`config.mk`:
```
export PLATFORM = sky130hd
export DESIGN_NAME = message_frame_deframer_core
export DESIGN_NICKNAME = d
export VERILOG_FILES = /design/src/rtl/core/mfd_pkg.sv /design/src/rtl/core/message_frame_deframer_core.sv /design/src/rtl/core/mfd_parser.sv
export VERILOG_INCLUDE_DIRS = /design/src /design/src/rtl/core
export SDC_FILE = /design/constraint.sdc
export NUM_CORES = 1
export LEC_CHECK = 0
export BUFFER_PORTS_ARGS = -buffer_cell sky130_fd_sc_hd__buf_2
export CAP_MARGIN = 30
export CORE_UTILIZATION = 35
export CTS_BUF_LIST = sky130_fd_sc_hd__clkbuf_8
export CTS_CLUSTER_DIAMETER = 30
export DETAILED_ROUTE_END_ITERATION = 16
export MAX_ROUTING_LAYER = met4
export PLACE_DENSITY_LB_ADDON = 0.3
export SYNTH_ARGS = -nofsm -noshare
export SYNTH_HDL_FRONTEND = slang
export SYNTH_SLANG_ARGS = --single-unit
```
`constraint.sdc`:
```
create_clock -name clock -period 6.04 [get_ports clock]
set_input_delay 0.302 -clock clock [delete_from_list [all_inputs] [get_ports clock]]
set_output_delay 0.302 -clock clock [all_outputs]
set_load 0.03 [all_outputs]
```
`src/rtl/core/message_frame_deframer_core_defines.svh`:
```
// Assertion macros for the message frame deframer core.
// Depends on nothing; included by the files that carry assertions.
`ifndef MESSAGE_FRAME_DEFRAMER_CORE_DEFINES_SVH
`define MESSAGE_FRAME_DEFRAMER_CORE_DEFINES_SVH

`ifndef ASSERT_OFF
// Checked at every rising clock edge outside of reset.
`define MFD_ASSERT(label, prop, msg) \
   label: assert property (@(posedge clock) disable iff (reset) prop) else $error(msg);
// Checked at every rising clock edge, reset included.
`define MFD_ASSERT_ALWAYS(label, prop, msg) \
   label: assert property (@(posedge clock) prop) else $error(msg);
`else
`define MFD_ASSERT(label, prop, msg)
`define MFD_ASSERT_ALWAYS(label, prop, msg)
`endif

`endif

```
`src/rtl/core/mfd_pkg.sv`:
```
// Types and constants shared by the message frame deframer core.
// Depends on nothing; imported by mfd_parser and the top level.
`default_nettype none

package mfd_pkg;

   // Parser phases. Codes beyond the last member behave like the flags phase.
   typedef enum logic [2:0] {
      PH_FLAGS = 3'd0,
      PH_SHORT = 3'd1,
      PH_LONG  = 3'd2,
      PH_BODY  = 3'd3,
      PH_SKIP  = 3'd4
   } phase_type;

   // Result kinds.
   localparam logic [1:0] KIND_BODY     = 2'd0;
   localparam logic [1:0] KIND_EMPTY    = 2'd1;
   localparam logic [1:0] KIND_OVERSIZE = 2'd2;

   // Flags byte bit positions.
   localparam int FLAG_MORE_BIT    = 0;
   localparam int FLAG_LARGE_BIT   = 1;
   localparam int FLAG_COMMAND_BIT = 2;

   // A large size field is eight bytes, big-endian.
   localparam int          LONG_SIZE_BYTES = 8;
   localparam logic [2:0]  SIZE_INDEX_LAST = 3'(LONG_SIZE_BYTES - 1);

   localparam logic [31:0] MAX_FRAME_SIZE_RESET = 32'd65535;

   typedef struct packed {
      logic [1:0]  result_kind;
      logic [7:0]  body_byte;
      logic        last_of_frame;
      logic        more_flag;
      logic        command_flag;
      logic [31:0] frame_length;
   } result_type;

endpackage

`default_nettype wire

```
`src/rtl/core/message_frame_deframer_core.sv`:
```
// Top level of the message frame deframer: input register, parser, result register.
// Depends on mfd_pkg, mfd_parser and message_frame_deframer_core_defines.svh.
//
//   Channel | Ports                            | Direction | Moves
//   --------+----------------------------------+-----------+-------------------------
//   req     | req_valid, req_stall, req_*      | in        | one stream byte
//   rsp     | rsp_valid, rsp_stall, rsp_*      | out       | one result (body/empty/error)
//   csr     | csr_write_enable, csr_write_data | in        | max_frame_size register
//
// One byte is taken per cycle unless rsp stalls; a byte moves from the input register
// to the result register through the single parser step, which sets the rate.
// Reset is synchronous and active high; it returns the parser to the flags phase and
// sets max_frame_size to 65535. A stall on rsp holds the result register, and the
// input register then fills and stalls req in turn.
`default_nettype none

`include "message_frame_deframer_core_defines.svh"

module message_frame_deframer_core
   import mfd_pkg::*;
(
   input  wire logic        clock,
   input  wire logic        reset,

   input  wire logic        req_valid,
   output logic             req_stall,
   input  wire logic [7:0]  req_stream_byte,

   output logic             rsp_valid,
   input  wire logic        rsp_stall,
   output logic [1:0]       rsp_result_kind,
   output logic [7:0]       rsp_body_byte,
   output logic             rsp_last_of_frame,
   output logic             rsp_more_flag,
   output logic             rsp_command_flag,
   output logic [31:0]      rsp_frame_length,

   input  wire logic        csr_write_enable,
   input  wire logic [31:0] csr_write_data
);

   logic [31:0] max_frame_size_ff;

   logic        in_valid_ff, in_valid_in;
   logic [7:0]  in_byte_ff;
   logic        req_accept;
   logic        advance;

   logic        out_valid_ff, out_valid_in;
   result_type  out_ff;

   logic        parse_valid;
   result_type  parse_result;

   // The user must write the configuration register only while the block is idle; the block itself does not enforce it.
   always_ff @(posedge clock) begin
      if (reset) begin
         max_frame_size_ff <= MAX_FRAME_SIZE_RESET;
      end else if (csr_write_enable) begin
         max_frame_size_ff <= csr_write_data;
      end
   end

   // The byte in the input register moves through the parser whenever the result
   // register is empty or its contents leave in this same cycle. A byte that gives
   // no result still moves, so skipped bodies drain at full rate.
   assign advance    = in_valid_ff && (!out_valid_ff || !rsp_stall);
   assign req_stall  = in_valid_ff && !advance;
   assign req_accept = req_valid && !req_stall;

   always_comb begin
      if (req_accept) begin
         in_valid_in = 1'b1;
      end else if (advance) begin
         in_valid_in = 1'b0;
      end else begin
         in_valid_in = in_valid_ff;
      end
   end

   always_ff @(posedge clock) begin
      if (reset) begin
         in_valid_ff <= 1'b0;
      end else begin
         in_valid_ff <= in_valid_in;
      end
   end

   always_ff @(posedge clock) begin
      if (req_accept) begin
         in_byte_ff <= req_stream_byte;
      end
   end

   mfd_parser u_parser (
      .clock          (clock),
      .reset          (reset),
      .step           (advance),
      .stream_byte    (in_byte_ff),
      .max_frame_size (max_frame_size_ff),
      .result_valid   (parse_valid),
      .result         (parse_result)
   );

   // The result register holds until its transfer completes.
   always_comb begin
      if (advance) begin
         out_valid_in = parse_valid;
      end else if (!rsp_stall) begin
         out_valid_in = 1'b0;
      end else begin
         out_valid_in = out_valid_ff;
      end
   end

   always_ff @(posedge clock) begin
      if (reset) begin
         out_valid_ff <= 1'b0;
      end else begin
         out_valid_ff <= out_valid_in;
      end
   end

   always_ff @(posedge clock) begin
      if (advance && parse_valid) begin
         out_ff <= parse_result;
      end
   end

   assign rsp_valid         = out_valid_ff;
   assign rsp_result_kind   = out_ff.result_kind;
   assign rsp_body_byte     = out_ff.body_byte;
   assign rsp_last_of_frame = out_ff.last_of_frame;
   assign rsp_more_flag     = out_ff.more_flag;
   assign rsp_command_flag  = out_ff.command_flag;
   assign rsp_frame_length  = out_ff.frame_length;

   // Empty and oversize results always close their frame and carry no body byte.
   `MFD_ASSERT(a_single_result_closes, rsp_valid && (rsp_result_kind == KIND_EMPTY || rsp_result_kind == KIND_OVERSIZE) |-> rsp_last_of_frame && rsp_body_byte == 8'd0, "empty or oversize result without last mark")
   // An empty frame reports a length of zero.
   `MFD_ASSERT(a_empty_length, rsp_valid && rsp_result_kind == KIND_EMPTY |-> rsp_frame_length == 32'd0, "empty frame with nonzero length")
   // The input side stalls only while a byte waits in the input register and rsp stalls a held result.
   `MFD_ASSERT(a_stall_needs_byte, req_stall |-> in_valid_ff && out_valid_ff && rsp_stall, "input stalled without cause")
   // Reset leaves both registers empty.
   `MFD_ASSERT_ALWAYS(a_reset_empties, reset |=> !rsp_valid && !req_stall, "registers not empty after reset")

endmodule

`default_nettype wire

```
`src/rtl/core/mfd_parser.sv`:
```
// Frame parser: phase, size and body counters, and the result of one byte.
// Depends on mfd_pkg.
`default_nettype none

module mfd_parser
   import mfd_pkg::*;
(
   input  wire logic        clock,
   input  wire logic        reset,
   input  wire logic        step,
   input  wire logic [7:0]  stream_byte,
   input  wire logic [31:0] max_frame_size,
   output logic             result_valid,
   output result_type       result
);

   phase_type   phase_ff, phase_in;
   logic [2:0]  size_index_ff, size_index_in;
   logic [63:0] remaining_ff, remaining_in;
   logic [31:0] length_ff, length_in;
   logic [1:0]  flags_ff, flags_in;

   logic [63:0] size_value;
   logic        size_last;
   logic        size_over;
   logic [31:0] size_sat;
   logic [63:0] remaining_dec;
   logic        remaining_one;
   logic [1:0]  kind;
   logic [7:0]  body;
   logic        last;

   always_ff @(posedge clock) begin
      if (reset) begin
         phase_ff      <= PH_FLAGS;
         size_index_ff <= '0;
         remaining_ff  <= '0;
         length_ff     <= '0;
         flags_ff      <= '0;
      end else begin
         phase_ff      <= phase_in;
         size_index_ff <= size_index_in;
         remaining_ff  <= remaining_in;
         length_ff     <= length_in;
         flags_ff      <= flags_in;
      end
   end

   // The size so far with the new byte shifted in at the bottom.
   assign size_value    = (phase_ff == PH_SHORT) ? {56'd0, stream_byte}
                                                 : {remaining_ff[55:0], stream_byte};
   assign size_last     = (phase_ff == PH_SHORT) ||
                          (phase_ff == PH_LONG && size_index_ff == SIZE_INDEX_LAST);
   assign size_over     = (|size_value[63:32]) || (size_value[31:0] > max_frame_size);
   assign size_sat      = (|size_value[63:32]) ? '1 : size_value[31:0];
   assign remaining_dec = remaining_ff - 64'd1;
   assign remaining_one = (remaining_ff == 64'd1);

   always_comb begin
      phase_in      = phase_ff;
      size_index_in = size_index_ff;
      remaining_in  = remaining_ff;
      length_in     = length_ff;
      flags_in      = flags_ff;
      result_valid  = 1'b0;
      kind          = KIND_BODY;
      body          = '0;
      last          = 1'b0;
      if (step) begin
         case (phase_ff)
            PH_SHORT, PH_LONG: begin
               remaining_in = size_value;
               if (phase_ff == PH_LONG) begin
                  size_index_in = size_index_ff + 3'd1;
               end
               if (size_last) begin
                  length_in = size_sat;
                  if (size_value == 64'd0) begin
                     phase_in     = PH_FLAGS;
                     result_valid = 1'b1;
                     kind         = KIND_EMPTY;
                     last         = 1'b1;
                  end else if (size_over) begin
                     phase_in     = PH_SKIP;
                     result_valid = 1'b1;
                     kind         = KIND_OVERSIZE;
                     last         = 1'b1;
                  end else begin
                     phase_in = PH_BODY;
                  end
               end
            end
            PH_BODY: begin
               result_valid = 1'b1;
               kind         = KIND_BODY;
               body         = stream_byte;
               last         = remaining_one;
               remaining_in = remaining_dec;
               if (remaining_one) begin
                  phase_in = PH_FLAGS;
               end
            end
            PH_SKIP: begin
               remaining_in = remaining_dec;
               if (remaining_one) begin
                  phase_in = PH_FLAGS;
               end
            end
            default: begin
               flags_in      = {stream_byte[FLAG_COMMAND_BIT], stream_byte[FLAG_MORE_BIT]};
               size_index_in = '0;
               remaining_in  = '0;
               phase_in      = stream_byte[FLAG_LARGE_BIT] ? PH_LONG : PH_SHORT;
            end
         endcase
      end
   end

   always_comb begin
      result.result_kind   = kind;
      result.body_byte     = body;
      result.last_of_frame = last;
      result.more_flag     = flags_ff[0];
      result.command_flag  = flags_ff[1];
      result.frame_length  = length_in;
   end

endmodule

`default_nettype wire

```
==> results.toml <==
[setup_path]
crit_fanout = 19
start_kind = "register"
required_ps = 6210
cp.arrival_ps = 4580
reg2reg_slack_ps = 1630
worstSetupPathType = "reg -> reg"
endpoint_kind = "register"
timing.rr.end = "rsp_frame_length[13]"
r2r_cells = 13
r2r-start = "u_parser.phase_ff[0]"

[finish]
drive_above_1_share_pct = 13.6
synthToLayoutAreaGrowth_pct = 12.2
fillers = 2709
multiInputGateArea_um2 = 4680
n_antenna_cell = 0
stdcell_area_um2 = 10700
seq_area_um2 = 4350
nets = 1252

[yosys]
yosysWarnings = 0
seq_area_frac_synth_pct = 45.7
synth.cell_area_um2 = 9530
synth_edf_count = 53
synth_cells = 1115
synth_top_area_share_pct = 29.0
ys_async_sr_fraction_pct = 0
synth_top_cell_by_area = "dfxtp_1"
avgSynthCellArea_um2 = 8.55
ys.flop_type = "dfxtp_1"
synth_nets = 1196
synth_seq_cells = 191
ys_types = 72
yosys-top-cells-area = "dfxtp_1 29%, edfxtp_1 17%, nor2_1 6.2%, a21oi_1 5.0%, ha_1 4.7%"

[routing]
ant_nets = 0
viasPerCell = 5.51
num_vias = 8399
wirelength_um = 26000
dr.first_iter.drc_count = 786
post-route-drc-count = 0
wire_per_inst_um = 17.1
drtPass1Iterations = 6

[timing]
max_freq_mhz = 227
setup_viol = 0
finalHoldViolCount = 0
rsz0062_at_grt = "false"
worst_pin_slew_ps = 962
tns_ps = 0
maxSlewViolCount = 0
skew_ps = 19.9
relSlewSlack_pct = 35.8
fin_crit_sh_pct = 73.0
min_period_ps = 4410

[die]
rows = 60
dieWidth_um = 167
initial_utilization_pct = 35.6
die-area_um2 = 27900
ios = 92
core_um2 = 26800
die_h_um = 167

[clock_network]
cts_tree = "done"
cts_htree_levels = 4
post_cts_buffers = 0
cts_buffers = 17
clk_pin_slew_ps = 100
insertion_delay_ps = 480
cts_max_path_buffers = 2
cts_root_buf = "clkbuf_8"
cts_sinks = 191

[global_route]
grt.overflow.total = 0
grt_start_max_net_pins = 63
grt_pass1_wl_um = 41600
grt_pass1_vias = 7811
grt_use_total_pct = 19.2
antenna_found_initial = 0

[placement]
gp_congestion = 0.897
port_buffers = 91
dpl_cell_area_um2 = 10200
hpwl_um = 17600

[pwr]
p_seq_share_pct = 53.4
switching_share_pct = 31.3
ir_drop_uv = 139
combPwrFrac_pct = 15.6
clock_power_share_pct = 31.0
switching_power_uw = 810
total_leakage_power_uw = 0.00433
internal_power_uw = 1780
powerDensity_nw_per_um2 = 242

[run]
cap_violations = 0

[worst_hold_path]
hold_class = "in -> reg"
min_from = "req_stream_byte[5]"
min_path_cells = 1
holdPathEnd = "in_byte_ff[5]"

[run_status]
outcome = "complete, no violations"
==> stage by stage <==
step	std cells	util, %	setup WS, ps	power [uW]	hold WS, ps
after floorplan	1115	-	1950	1680	401
after global placement	1484	38.2	1860	1800	411
after detailed placement	1485	38.2	1700	1810	410
after CTS	1524	39.9	1630	2610	1.16
after global routing	1525	39.9	1280	2710	0.468
final	1525	39.9	1630	2590	24.0
==> worst max-delay path, stage by stage (launching register included) <==
cell and delay, ps:
dfxtp_1 380, nor2b_1 440, nand2b_1 420, buf_4 330, nand2_1 100, inv_1 50, ha_1 310, nand4_1 170
nor4_1 630, o31ai_1 170, a22o_1 310, a31o_2 240, nand2b_2 240, buf_4 320
==> kinds of logic (layout without fill, tap and decap cells) <==
group / after synthesis / in the layout / share of synthesized area [%]
compound gates: 297 / 297 / 19.8
xor+xnor: 4 / 4 / 0.368
fa+ha+maj: 36 / 36 / 4.72
buf+inv: 135 / 204 / 5.54
flops: 191 / 191 / 45.7
mux: 17 / 17 / 1.78
simple gates: 435 / 435 / 22.1
==> power by group through the flow <==
| stage | Clock [uW] | Sequential (uW) | Combinational, uW |
|---|---|---|---|
| finish | 803 | 1380 | 403 |
| global route | 874 | 1390 | 447 |
| CTS | 826 | 1380 | 400 |
| detailed placement | 0 | 1410 | 395 |
| global placement | 0 | 1410 | 388 |
| floorplan | 0 | 1400 | 279 |
==> cell usage in the layout, fill, tap and decap left out, drive strengths merged, types with 27 or more instances in the layout <==
cell type and count:
a21oi 95, a31oi 29, nor2 158, nor3 27, nand2 117, and2 36
inv 69, buf 104, ha 36, o21ai 59, dfxtp 138, edfxtp 53
==> worst max-delay path by stage <==
| stage | startpoint | end | slack (ps) | cells past startpoint |
|---|---|---|---|---|
| global route | u_parser.phase_ff[0] | rsp_frame_length[13] | 1280 | 13 |
| detailed placement | u_parser.phase_ff[0] | rsp_frame_length[26] | 1700 | 13 |
| floorplan | u_parser.phase_ff[0] | rsp_body_byte[0] | 1950 | 13 |
| finish | u_parser.phase_ff[0] | rsp_frame_length[13] | 1630 | 13 |
| CTS | u_parser.phase_ff[0] | rsp_frame_length[17] | 1630 | 13 |
| global placement | u_parser.phase_ff[0] | rsp_body_byte[2] | 1860 | 13 |
==> flip-flops by register name, summed over array words and instances (netlist names), 3 cells and up <==
signal and cells:
u_parser.remaining_ff 64, max_frame_size_ff 32, rsp_frame_length 32, u_parser.length_ff 32
in_byte_ff 8, rsp_body_byte 8, u_parser.phase_ff 3, u_parser.size_index_ff 3
==> final cells by class <==
type	count	area share, %
multi-input cells	789	43.7
flip-flops and latches	191	40.7
repair buffers	111	6.03
well taps	341	3.99
clock buffers	17	2.19
inverters	61	2.14
clock inverters	15	1.22
==> per-layer routing <==
layer  global-route usage [%]  share of wire (%)  vias to the layer above  routed length, um
li1                         -                  -                     4110                  -
met1                     25.6                 47                     4035              12400
met2                     29.7                 46                      227              12100
met3                     3.02                4.8                       27               1250
met4                     5.92                1.4                        0                365
met5                        -                  0                        -                  0
==> cell usage after synthesis, types with 3 or more instances <==
master and number:
nand2_1 117, a211oi_1 13, buf_2 6, inv_1 60, a32oi_1 4, nand3_1 13, or3_1 8, and3_1 4
nor2_1 157, a21o_1 5, nor4_1 15, buf_1 4, nand2b_1 7, and2_1 36, a22oi_1 18, nor3b_1 4
a21oi_1 95, xnor2_1 3, nand3b_1 4, a221oi_1 7, a2bb2oi_1 3, or2_2 4, nor2b_1 6, a31oi_1 29
mux2i_1 17, nor3_1 24, o21ai_0 58, o41ai_1 5, clkbuf_1 60, a222oi_1 3, ha_1 36, o31ai_1 9
edfxtp_1 53, a22o_1 4, nor4_2 3, dfxtp_1 138, a32o_1 8, o211ai_1 19, nand4_1 14
==> repair_timing <==
| action | in CTS | in global routing |
|---|---|---|
| resized for setup | 0 | 0 |
| hold buffers | 7 | 0 |
| endpoints found under the hold margin | 7 | 0 |
(Power assumes the default switching activity.)
